--- src/sv/bcr_pkg.sv ---
`timescale 1ns / 1ps
// bcr_pkg: request and result types for the GF(2) boundary column reducer.
// No dependencies.
package bcr_pkg;

  typedef struct packed {
    logic [63:0] column_word;
    logic        end_of_column;
    logic        end_of_matrix;
  } bcr_req_t;

  typedef struct packed {
    logic [5:0] column_number;
    logic [7:0] pivot_row;
    logic       has_pivot;
    logic       overflow;
    logic       last_result;
  } bcr_res_t;

endpackage

--- src/sv/bcr_msb.sv ---
`timescale 1ns / 1ps
// bcr_msb: index of the highest set bit of a 64-bit word, by halving.
// No dependencies.
module bcr_msb (
  input  logic [63:0] word_i,
  output logic [5:0]  idx_o
);

  always_comb begin
    logic [63:0] v;
    v     = word_i;
    idx_o = '0;
    for (int k = 5; k >= 0; k--) begin
      if ((v >> (1 << k)) != 64'd0) begin
        idx_o[k] = 1'b1;
        v        = v >> (1 << k);
      end
    end
  end

endmodule

--- src/sv/bcr_seq.sv ---
`timescale 1ns / 1ps
// bcr_seq: load, pad, scan, owner lookup, XOR, emit and owner clear sequencer.
// Depends on bcr_pkg and bcr_msb; drives the column store and pivot owner RAMs.
module bcr_seq
  import bcr_pkg::*;
#(
  parameter int COL_CAP = 64,
  parameter int ROWS    = 256,
  localparam int WORDS = (ROWS + 63) / 64,
  localparam int SAW   = $clog2(COL_CAP * WORDS),
  localparam int OAW   = $clog2(ROWS),
  localparam int IW    = $clog2(COL_CAP)
) (
  input  logic            clk_i,
  input  logic            rst_ni,
  input  logic            start,
  output logic            busy,
  input  bcr_req_t        req_i,
  output logic            result_valid_o,
  output bcr_res_t        result_o,
  output logic            st_we_o,
  output logic [SAW-1:0]  st_waddr_o,
  output logic [63:0]     st_wdata_o,
  output logic [SAW-1:0]  st_raddr_o,
  input  logic [63:0]     st_rdata_i,
  output logic            ow_we_o,
  output logic [OAW-1:0]  ow_waddr_o,
  output logic [IW:0]     ow_wdata_o,
  output logic [OAW-1:0]  ow_raddr_o,
  input  logic [IW:0]     ow_rdata_i
);

  localparam int WAW  = (WORDS > 1) ? $clog2(WORDS) : 1;
  localparam int WCW  = $clog2(WORDS + 1);
  localparam int RW   = WAW + 6;
  localparam int CW   = $clog2(COL_CAP + 1);
  localparam int TAIL = ROWS % 64;
  localparam logic [63:0] TMASK = (TAIL == 0) ? {64{1'b1}} : ((64'd1 << TAIL) - 64'd1);

  localparam logic [3:0] S_CLR     = 4'd0;
  localparam logic [3:0] S_IDLE    = 4'd1;
  localparam logic [3:0] S_PAD     = 4'd2;
  localparam logic [3:0] S_START   = 4'd3;
  localparam logic [3:0] S_SCAN_RD = 4'd4;
  localparam logic [3:0] S_SCAN_CK = 4'd5;
  localparam logic [3:0] S_OWN_RD  = 4'd6;
  localparam logic [3:0] S_OWN_CK  = 4'd7;
  localparam logic [3:0] S_X_RDO   = 4'd8;
  localparam logic [3:0] S_X_RDI   = 4'd9;
  localparam logic [3:0] S_X_WR    = 4'd10;
  localparam logic [3:0] S_EMIT    = 4'd11;

  logic [3:0]     state_q, state_d;
  logic [OAW-1:0] clr_q, clr_d;
  logic [WCW-1:0] wc_q, wc_d;
  logic [CW-1:0]  col_q, col_d;
  logic           ovf_q, ovf_d;
  logic           eom_q, eom_d;
  logic [CW-1:0]  i_q, i_d;
  logic [IW-1:0]  o_q, o_d;
  logic [WAW-1:0] w_q, w_d;
  logic [RW-1:0]  p_q, p_d;
  logic           has_q, has_d;
  logic [63:0]    tmp_q, tmp_d;
  logic           rv_q, rv_d;
  bcr_res_t       res_q, res_d;

  logic [5:0]     msb;
  logic           accept;
  logic [IW-1:0]  i_idx;
  logic [RW+7:0]  p_ext;

  bcr_msb u_msb (
    .word_i (st_rdata_i),
    .idx_o  (msb)
  );

  function automatic logic [SAW-1:0] caddr(input logic [CW-1:0] c, input logic [WCW-1:0] w);
    caddr = SAW'(32'(c) * WORDS + 32'(w));
  endfunction

  assign accept = start && !busy;
  assign busy   = (state_q != S_IDLE);
  assign i_idx  = i_q[IW-1:0];
  assign p_ext  = {8'd0, p_q};

  always_comb begin
    state_d    = state_q;
    clr_d      = clr_q;
    wc_d       = wc_q;
    col_d      = col_q;
    ovf_d      = ovf_q;
    eom_d      = eom_q;
    i_d        = i_q;
    o_d        = o_q;
    w_d        = w_q;
    p_d        = p_q;
    has_d      = has_q;
    tmp_d      = tmp_q;
    rv_d       = 1'b0;
    res_d      = res_q;
    st_we_o    = 1'b0;
    st_waddr_o = caddr(i_q, WCW'(w_q));
    st_wdata_o = '0;
    st_raddr_o = caddr(i_q, WCW'(w_q));
    ow_we_o    = 1'b0;
    ow_waddr_o = p_q[OAW-1:0];
    ow_wdata_o = {1'b1, i_idx};
    ow_raddr_o = p_q[OAW-1:0];
    case (state_q)
      S_CLR: begin
        ow_we_o    = 1'b1;
        ow_waddr_o = clr_q;
        ow_wdata_o = '0;
        clr_d      = clr_q + 1'b1;
        if (clr_q == OAW'(ROWS - 1)) begin
          state_d = S_IDLE;
        end
      end
      S_IDLE: begin
        if (accept) begin
          eom_d = req_i.end_of_matrix;
          if (col_q < CW'(COL_CAP)) begin
            if (wc_q < WCW'(WORDS)) begin
              st_we_o    = 1'b1;
              st_waddr_o = caddr(col_q, wc_q);
              st_wdata_o = (wc_q == WCW'(WORDS - 1)) ? (req_i.column_word & TMASK)
                                                      : req_i.column_word;
              wc_d       = wc_q + 1'b1;
            end else begin
              ovf_d = 1'b1;
            end
            if (req_i.end_of_column || req_i.end_of_matrix) begin
              if (wc_q < WCW'(WORDS - 1)) begin
                state_d = S_PAD;
              end else begin
                col_d = col_q + 1'b1;
                wc_d  = '0;
                if (req_i.end_of_matrix) begin
                  state_d = S_START;
                end
              end
            end
          end else begin
            ovf_d = 1'b1;
            wc_d  = '0;
            if (req_i.end_of_matrix) begin
              state_d = S_START;
            end
          end
          i_d = '0;
        end
      end
      S_PAD: begin
        st_we_o    = 1'b1;
        st_waddr_o = caddr(col_q, wc_q);
        wc_d       = wc_q + 1'b1;
        if (wc_q == WCW'(WORDS - 1)) begin
          wc_d  = '0;
          col_d = col_q + 1'b1;
          state_d = eom_q ? S_START : S_IDLE;
        end
      end
      S_START: begin
        w_d = WAW'(WORDS - 1);
        if (i_q == col_q) begin
          col_d   = '0;
          wc_d    = '0;
          ovf_d   = 1'b0;
          clr_d   = '0;
          state_d = S_CLR;
        end else begin
          state_d = S_SCAN_RD;
        end
      end
      S_SCAN_RD: begin
        state_d = S_SCAN_CK;
      end
      S_SCAN_CK: begin
        if (st_rdata_i != 64'd0) begin
          p_d     = {w_q, msb};
          has_d   = 1'b1;
          state_d = S_OWN_RD;
        end else if (w_q == '0) begin
          p_d     = '0;
          has_d   = 1'b0;
          state_d = S_EMIT;
        end else begin
          w_d     = w_q - 1'b1;
          state_d = S_SCAN_RD;
        end
      end
      S_OWN_RD: begin
        state_d = S_OWN_CK;
      end
      S_OWN_CK: begin
        if (ow_rdata_i[IW] && (ow_rdata_i[IW-1:0] != i_idx)) begin
          o_d     = ow_rdata_i[IW-1:0];
          w_d     = '0;
          state_d = S_X_RDO;
        end else begin
          ow_we_o = !ow_rdata_i[IW];
          state_d = S_EMIT;
        end
      end
      S_X_RDO: begin
        st_raddr_o = caddr(CW'(o_q), WCW'(w_q));
        state_d    = S_X_RDI;
      end
      S_X_RDI: begin
        tmp_d   = st_rdata_i;
        state_d = S_X_WR;
      end
      S_X_WR: begin
        st_we_o    = 1'b1;
        st_wdata_o = st_rdata_i ^ tmp_q;
        if (w_q == WAW'(WORDS - 1)) begin
          state_d = S_SCAN_RD;
        end else begin
          w_d     = w_q + 1'b1;
          state_d = S_X_RDO;
        end
      end
      S_EMIT: begin
        rv_d                = 1'b1;
        res_d.column_number = 6'(i_idx);
        res_d.pivot_row     = p_ext[7:0];
        res_d.has_pivot     = has_q;
        res_d.overflow      = ovf_q;
        res_d.last_result   = (i_q + 1'b1 == col_q);
        i_d                 = i_q + 1'b1;
        state_d             = S_START;
      end
      default: begin
        state_d = S_CLR;
        clr_d   = '0;
      end
    endcase
  end

  always_ff @(posedge clk_i or negedge rst_ni) begin
    if (!rst_ni) begin
      state_q <= S_CLR;
      clr_q   <= '0;
      wc_q    <= '0;
      col_q   <= '0;
      ovf_q   <= 1'b0;
      eom_q   <= 1'b0;
      i_q     <= '0;
      rv_q    <= 1'b0;
    end else begin
      state_q <= state_d;
      clr_q   <= clr_d;
      wc_q    <= wc_d;
      col_q   <= col_d;
      ovf_q   <= ovf_d;
      eom_q   <= eom_d;
      i_q     <= i_d;
      rv_q    <= rv_d;
    end
  end

  always_ff @(posedge clk_i) begin
    o_q   <= o_d;
    w_q   <= w_d;
    p_q   <= p_d;
    has_q <= has_d;
    tmp_q <= tmp_d;
    res_q <= res_d;
  end

  assign result_valid_o = rv_q;
  assign result_o       = res_q;

  a_emit_in_range: assert property (@(posedge clk_i) disable iff (!rst_ni)
    (state_q == S_EMIT) |-> (i_q < col_q))
    else $error("emit past loaded columns");

  a_owner_earlier: assert property (@(posedge clk_i) disable iff (!rst_ni)
    (state_q == S_X_RDO) |-> (CW'(o_q) < i_q))
    else $error("reducing by a later column");

  a_last_then_busy: assert property (@(posedge clk_i) disable iff (!rst_ni)
    (result_valid_o && result_o.last_result) |-> busy)
    else $error("idle before owner clear");

endmodule

--- config.mk ---
export PLATFORM = sky130hd
export DESIGN_NAME = bcr_seq
export DESIGN_NICKNAME = d
export VERILOG_FILES = /design/src/sv/bcr_pkg.sv /design/src/sv/bcr_msb.sv /design/src/sv/bcr_seq.sv
export SDC_FILE = /design/constraint.sdc
export NUM_CORES = 1
export LEC_CHECK = 0
export BUFFER_PORTS_ARGS = -buffer_cell sky130_fd_sc_hd__buf_4
export CORE_MARGIN = 2
export CORE_UTILIZATION = 55
export CTS_CLUSTER_DIAMETER = 200
export DETAILED_ROUTE_END_ITERATION = 16
export PLACE_DENSITY = 0.86
export SLEW_MARGIN = 20
export SYNTH_ARGS = -nofsm -noshare
export SYNTH_HDL_FRONTEND = slang
export SYNTH_SLANG_ARGS = --single-unit
--- constraint.sdc ---
create_clock -name clk_i -period 7.6 [get_ports clk_i]
set_clock_uncertainty 0.2 [all_clocks]
set_input_delay 0 -clock clk_i [delete_from_list [all_inputs] [get_ports clk_i]]
set_output_delay 0 -clock clk_i [all_outputs]
set_load 0.01 [all_outputs]
-- After elaboration in Yosys (flattened, before gate mapping)
Cells that the tools add are included.
- logic and storage cells: 169
- output and inout port bits: 124
- input bits: 140
- register bits after elaboration: 130
- bitwise gates (word level): 2
- reductions and logical operators: 31
- mux-type cells: 75
- equality and inequality tests: 31
- add/sub/neg operators: 9
- magnitude comparators: 3
- operators by type and width (operator ; count):
    $mux 64 ; 8
    $reduce_bool 64->1 ; 7
    $pmux 64 s2 ; 1
    $mux 8 ; 8
    $xor 64x64->64 ; 1
    $mux 7 ; 8
    $pmux 4 s12 ; 1
    $mux 4 ; 10
    $mux 3 ; 8
    $pmux 8 s3 ; 1
    $ne 2x2->1 const B ; 11
    $pmux 7 s3 ; 1
    $add 8x2->8 ; 2
    $eq 4x3->1 const B ; 4
    $eq 4x4->1 const B ; 4
    $mux 1 ; 16
    $pmux 8 s2 ; 1
    $add 7x1->7 const B ; 2
    $eq 7x7->1 ; 2
    $pmux 7 s2 ; 1
    $mux 2 ; 6
    $reduce_and 2->1 ; 5
    $reduce_or 10->1 ; 1
    $pmux 3 s3 ; 1
    32 further kinds ; 41

-- Logic depth before layout (Yosys ltp)
- depth after elaboration: 13
- mapped depth: 11
- depth with buffers taken out: 9

-- By module
From an unflattened synthesis, not the netlist that was laid out.
- cells, all modules: 702
- area, all modules: 7664.9 µm²
- modules (own cells, without submodules) (module ; cells an instance ; instances ; area an instance (µm²)):
    bcr_seq ; 612 ; 1 ; 7040.5
    bcr_msb ; 90 ; 1 ; 624.3

-- Least setup slack after synthesis
No wires, ideal clock.
- path kind: register -> register
- start: reg state_q[2]
- end: reg tmp_q[0], enable pin
- path buffers: 1
- stages on the path, launching flop included: 5
- period minus slack after synthesis: 3.029 ns
- arrival: 2.401 ns
- library setup time: 0.429 ns
- slack: 4.571 ns
- cells stage by stage: dfrtp_1 > inv_1 > ha_1 > clkbuf_1 > and2_1
- cells in the longest elaborated chain, start to end: 1
- ends and longest elaborated chain (item ; RTL line ; text):
    from (decl) ; bcr_seq.sv:53 ; logic [3:0] state_q, state_d;
    from (signal assigned) ; bcr_seq.sv:252 ; state_q <= state_d;
    $eq 4x4->1 ; bcr_seq.sv:110 ; case (state_q)
    to (signal assigned) ; bcr_seq.sv:268 ; tmp_q <= tmp_d;
    to (decl) ; bcr_seq.sv:64 ; logic [63:0] tmp_q, tmp_d;
Every way passes these cells.
A chain may end at the register's enable or synchronous reset.

-- Worst setup path in the final report
- start: in st_rdata_i[41]
- end: reg p_q[1], in the netlist ow_raddr_o[1], data pin
- cells in the longest elaborated chain, start to end: 11
- elaborated cells on any way between the ends: 12
- those cells by class: mux (6); reduce/logical (6)
- ends and longest elaborated chain (item ; RTL line ; text):
    from (decl) ; bcr_seq.sv:25 ; input logic [63:0] st_rdata_i,
    $reduce_bool 64->1 ; bcr_msb.sv:14 ; if ((v >> (1 << k)) != 64'd0) begin
    $mux 64 ; bcr_msb.sv:14 ;
    $reduce_bool 64->1 ; bcr_msb.sv:14 ;
    $mux 64 ; bcr_msb.sv:14 ;
    $reduce_bool 64->1 ; bcr_msb.sv:14 ;
    $mux 64 ; bcr_msb.sv:14 ;
    $reduce_bool 64->1 ; bcr_msb.sv:14 ;
    $mux 64 ; bcr_msb.sv:14 ;
    $reduce_bool 64->1 ; bcr_msb.sv:14 ;
    $mux 1 ; bcr_msb.sv:14 ;
    $mux 8 (*) ; bcr_seq.sv:180 ; if (st_rdata_i != 64'd0) begin
    to (signal assigned) ; bcr_seq.sv:266 ; p_q <= p_d;
    to (decl) ; bcr_seq.sv:62 ; logic [RW-1:0] p_q, p_d;
Mark *: on every way between the ends. The rest lies on a longest branch, timed or not.

==> results.txt <==
The flow ran to the end, and the final reports show no timing, DRC or antenna violations. Clock-pin slew was measured on the worst setup and hold paths at 50 ps. The remaining number of nets flagged by the antenna check after routing is 0.

Global routing used a little over a third of the available tracks across all layers. The die area came out at 14700 um^2. Dividing the detail-routed wire length by the instance count gives 21.2 um. The worst register-to-register path ends at col_q[5]$_DFFE_PN0P_.

Cells fill 82.1% of the core in the end. The critical path start-end classification is input port to flop. Leaving out filler cells and counting taps, the final layout contains 1268. The die height is 121 um. The largest incremental delay on the critical path is roughly 910 ps. In this run the number of H-tree levels came out at 4. Walking the worst path, the cells encountered are dlygate4sd3_1 -> buf_4 -> nor4_1 -> and4_1 -> o211a_1 -> nor2_1 -> a2111oi_0 -> nand3_1 -> mux2_2.

Counting flops and latches in the post-synthesis netlist gives 130. The synthesized instance count is 767. The classification of the worst-slack hold path is input port to output port. The highest clock frequency the design can meet is 240 MHz.

Summing every instance area after synthesis gives 7570 um^2. The library cell with the highest instance count after synthesis is sky130_fd_sc_hd__o21ai_0. The startpoint identified for the worst register-to-register timing path is state_q[2]$_DFFE_PN0P_. The maximum fanout along the worst path came out at 25. The minimum period implied by the final worst setup slack came out at 4160 ps. The overall die width is 121 um. The number of buffer and inverter stages on the critical path came out at 2. The instance count on the critical path is 9. The count of input and output buffers came out at around 260. The share of the cycle needed by the critical path after routing came out at between 50% and 60%.

The number of hold-slack violations in the final timing report came out at 0. The maximum VDD drop is approximately 0.15 mV. The critical path ends at ow_raddr_o[1]$_SDFFCE_PN0P_. The last weighted congestion value of the routability-driven placer is around 0.94.

The floorplan has 42 rows. The maximum root-to-sink buffer count is 2. The nature of the critical path startpoint is an input port.

The post-synthesis sequential area ratio came out at 49.4%. Entering global routing, the biggest net connects 66 pins. In this run the clock root is driven by a sky130_fd_sc_hd__clkbuf_16.

The worst pin sits at a relative slew slack of between 30% and 40%. For this run, the detailed router's first-pass iteration total came to 8. The number of buffers inserted during clock tree synthesis came out at 17. The post-detailed-placement cell area came out at 9600 um^2. Data on the critical path is required at its endpoint by 7570 ps. The mean number of vias per cell is 6.25.

After routing the design area is 11000 um^2. The filler cell count came out at approximately 750. The number of cell instances on the worst register-to-register path came out at 9. In this run the register-to-register setup slack is 4320 ps.

The total nets after synthesis is slightly above 900. The initial cell density of the core is between 50% and 60%. The placeable core region is 13300 um^2. The number of cells upsized or downsized after cts came out at 0. The area of the multi-input gates is between 3000 and 4000 um^2. The number of placed instances, taps included is 1157. In the final design database the tool counted ~1200 nets. The top-area cell type share of the netlist area is 38.9%. Yosys attributes the largest share of cell area to sky130_fd_sc_hd__edfxtp_1 (39%), sky130_fd_sc_hd__dfrtp_1 (11%), sky130_fd_sc_hd__xnor2_1 (8.8%).

The latest clock arrival within the worst-skew pair is 420 ps. The largest individual stage delay along the critical path comes from the cell sky130_fd_sc_hd__and4_1. The initial antenna violation count came out at 0. 0 antenna diodes ended up in the layout. The CTS tree is done. The critical path starts at st_rdata_i[41]. The fraction of final layout cells with drive strength greater than 1 came out at 29.5%.

The synthesized design spends more area on one cell type than any other, namely sky130_fd_sc_hd__edfxtp_1. The count of final max-slew check failures came out at 0. The power density over cell area came out at 255 nW/um^2. Sorting the synthesized cells by how often they occur yields sky130_fd_sc_hd__o21ai_0 (117), sky130_fd_sc_hd__nand2_1 (112), sky130_fd_sc_hd__edfxtp_1 (98), sky130_fd_sc_hd__xnor2_1 (76), sky130_fd_sc_hd__clkbuf_1 (47). Among cell families on the critical path, the largest total delay comes from simple AND/OR/NAND/NOR gates. The arrival time of the worst setup path came out at 4130 ps. The reported leakage power is 4.39 nW.

Among all flip-flop cells after synthesis, the most frequent one is sky130_fd_sc_hd__edfxtp_1. The area growth from synthesis to layout is 44.7%. The wire-length estimate of the detail-placed layout is 17500 um. STA classifies the critical path endpoint as a flop. The I/O pin count came out at 264. The starting DRC count in detailed routing came out at 1021. The final hold slack came out at 82.4 ps. The total length of routed wires is 26900 um. Setup repair after global routing left no endpoint under its margin. The combined flip-flop and latch cell area came out at 3740 um^2. The setup TNS is 0 ps. The remaining routing DRC violations came out at 0. The via count of the first global-routing pass is 7659. The mean instance size in the synthesized netlist is ~9.9 um^2. The yosys synthesis warning count is 0. The detailed-route via count came out at 7924. In this run the post-CTS setup repair buffer count came out at 0. Max-cap violations in this run came to 0. The number of flops mapped to enable cells by yosys is 98.

The fraction of registers with async set/reset is between 20% and 30%. The first global-routing pass estimated 40800 um of wire. Setup violations remaining at the end of the flow were counted as 0. The slew at the pin with the worst max-slew slack is 961 ps.

The global-route congestion overflow total is 0. The number of unique standard cell types used by synthesis is 62. The number of sinks on the clock net is 130.
[kinds of logic (layout without fill, tap and decap cells)]
family                     Yosys count  count (layout)  share of synthesized area, %
buffers and inverters               64             389                          3.24
muxes                               18              18                          2.66
and+or+nand+nor                    251             251                          15.8
DFF                                130             130                          49.4
adders and majority gates           11              11                          1.82
AOI/OAI and AO/OA                  209             209                          17.3
xor gates and xnor gates            84              84                          9.72
[final cells by class]
type | count | share of cell area (%)
Clock buffer | 21 | 4.02
Clock inverter | 11 | 1.04
Inverter | 12 | 0.411
Multi-Input combinational cell | 573 | 32.8
Sequential cell | 130 | 34.2
Tap cell | 176 | 2.01
Timing Repair Buffer | 345 | 25.5
[cells in the final DEF (no fill, tap or decap), types with 12 or more instances in the layout]
master,netlist,routed
sky130_fd_sc_hd__o31ai_1,14,14
sky130_fd_sc_hd__xnor2_1,76,76
sky130_fd_sc_hd__dlygate4sd3_1,0,78
sky130_fd_sc_hd__inv_1,12,12
sky130_fd_sc_hd__nor3_1,13,12
sky130_fd_sc_hd__a41oi_1,22,22
sky130_fd_sc_hd__nand3_1,23,23
sky130_fd_sc_hd__buf_4,1,266
sky130_fd_sc_hd__mux2_2,17,17
sky130_fd_sc_hd__clkbuf_16,0,17
sky130_fd_sc_hd__a31oi_1,13,13
sky130_fd_sc_hd__dfrtp_1,32,32
sky130_fd_sc_hd__nor2_1,34,34
sky130_fd_sc_hd__nand2_1,112,111
sky130_fd_sc_hd__nor4_1,13,13
sky130_fd_sc_hd__o21ai_0,117,117
sky130_fd_sc_hd__edfxtp_1,98,98
[per-stage QoR]
stage          power, W  worst slack, ps
3_3_place_gp    0.00190             3930
3_5_place_dp    0.00193             3810
5_1_grt         0.00292             3290
4_1_cts         0.00275             3660
2_1_floorplan   0.00152             4570
6_report        0.00279             3440
[where the power goes]
part	switching [W]	internal [W]	leakage [nW]
registers	0.000113	0.000855	1.30
logic	0.000563	0.000470	2.82
clock network	0.000310	0.000479	0.272
[worst reg2reg max path: cells and delay by family (launching register included)]
kind	cells	cell delay, ps
AOI/OAI and AO/OA	3	670
adders and majority gates	1	400
buffers and inverters	1	110
DFF	1	410
and+or+nand+nor	4	1410
[worst min path at each step]
stage | cells past startpoint | to | slack (ps) | start
after floorplan | 0 | clr_q[0]$_DFFE_PN0P_ | -500 | rst_ni
after global placement | 1 | i_q[2]$_DFFE_PN0P_ | -230 | rst_ni
after detailed placement | 1 | i_q[2]$_DFFE_PN0P_ | -220 | rst_ni
after CTS | 4 | st_wdata_o[43] | 90 | req_i[45]
after global routing | 4 | st_wdata_o[44] | 100 | req_i[46]
final | 4 | st_wdata_o[43] | 80 | req_i[45]
[what timing repair did]
item                                    CTS  global route
hold buffers                             79             0
hold endpoints to repair                120             0
endpoints found under the setup margin    0             0
[routing by layer]
| layer | vias up | track usage (%) | wire, um |
|---|---|---|---|
| li1 | 3457 | - | - |
| met1 | 3670 | 42.9 | 9540 |
| met2 | 629 | 61.7 | 13100 |
| met3 | 168 | 8.98 | 2680 |
| met4 | 0 | 19.0 | 1570 |
| met5 | - | 0 | 0 |
[flip-flops by register name (all words and copies together) (netlist names)]
signal and cells:
result_valid_o 1, w_q 2, clr_q 8, has_q 1, i_q 7, wc_q 3, o_q 6, state_q 4
tmp_q 64, result_o 17, eom_q 1, ow_raddr_o 8, ovf_q 1, col_q 7
Note: power is estimated with default switching activity, not from simulation.
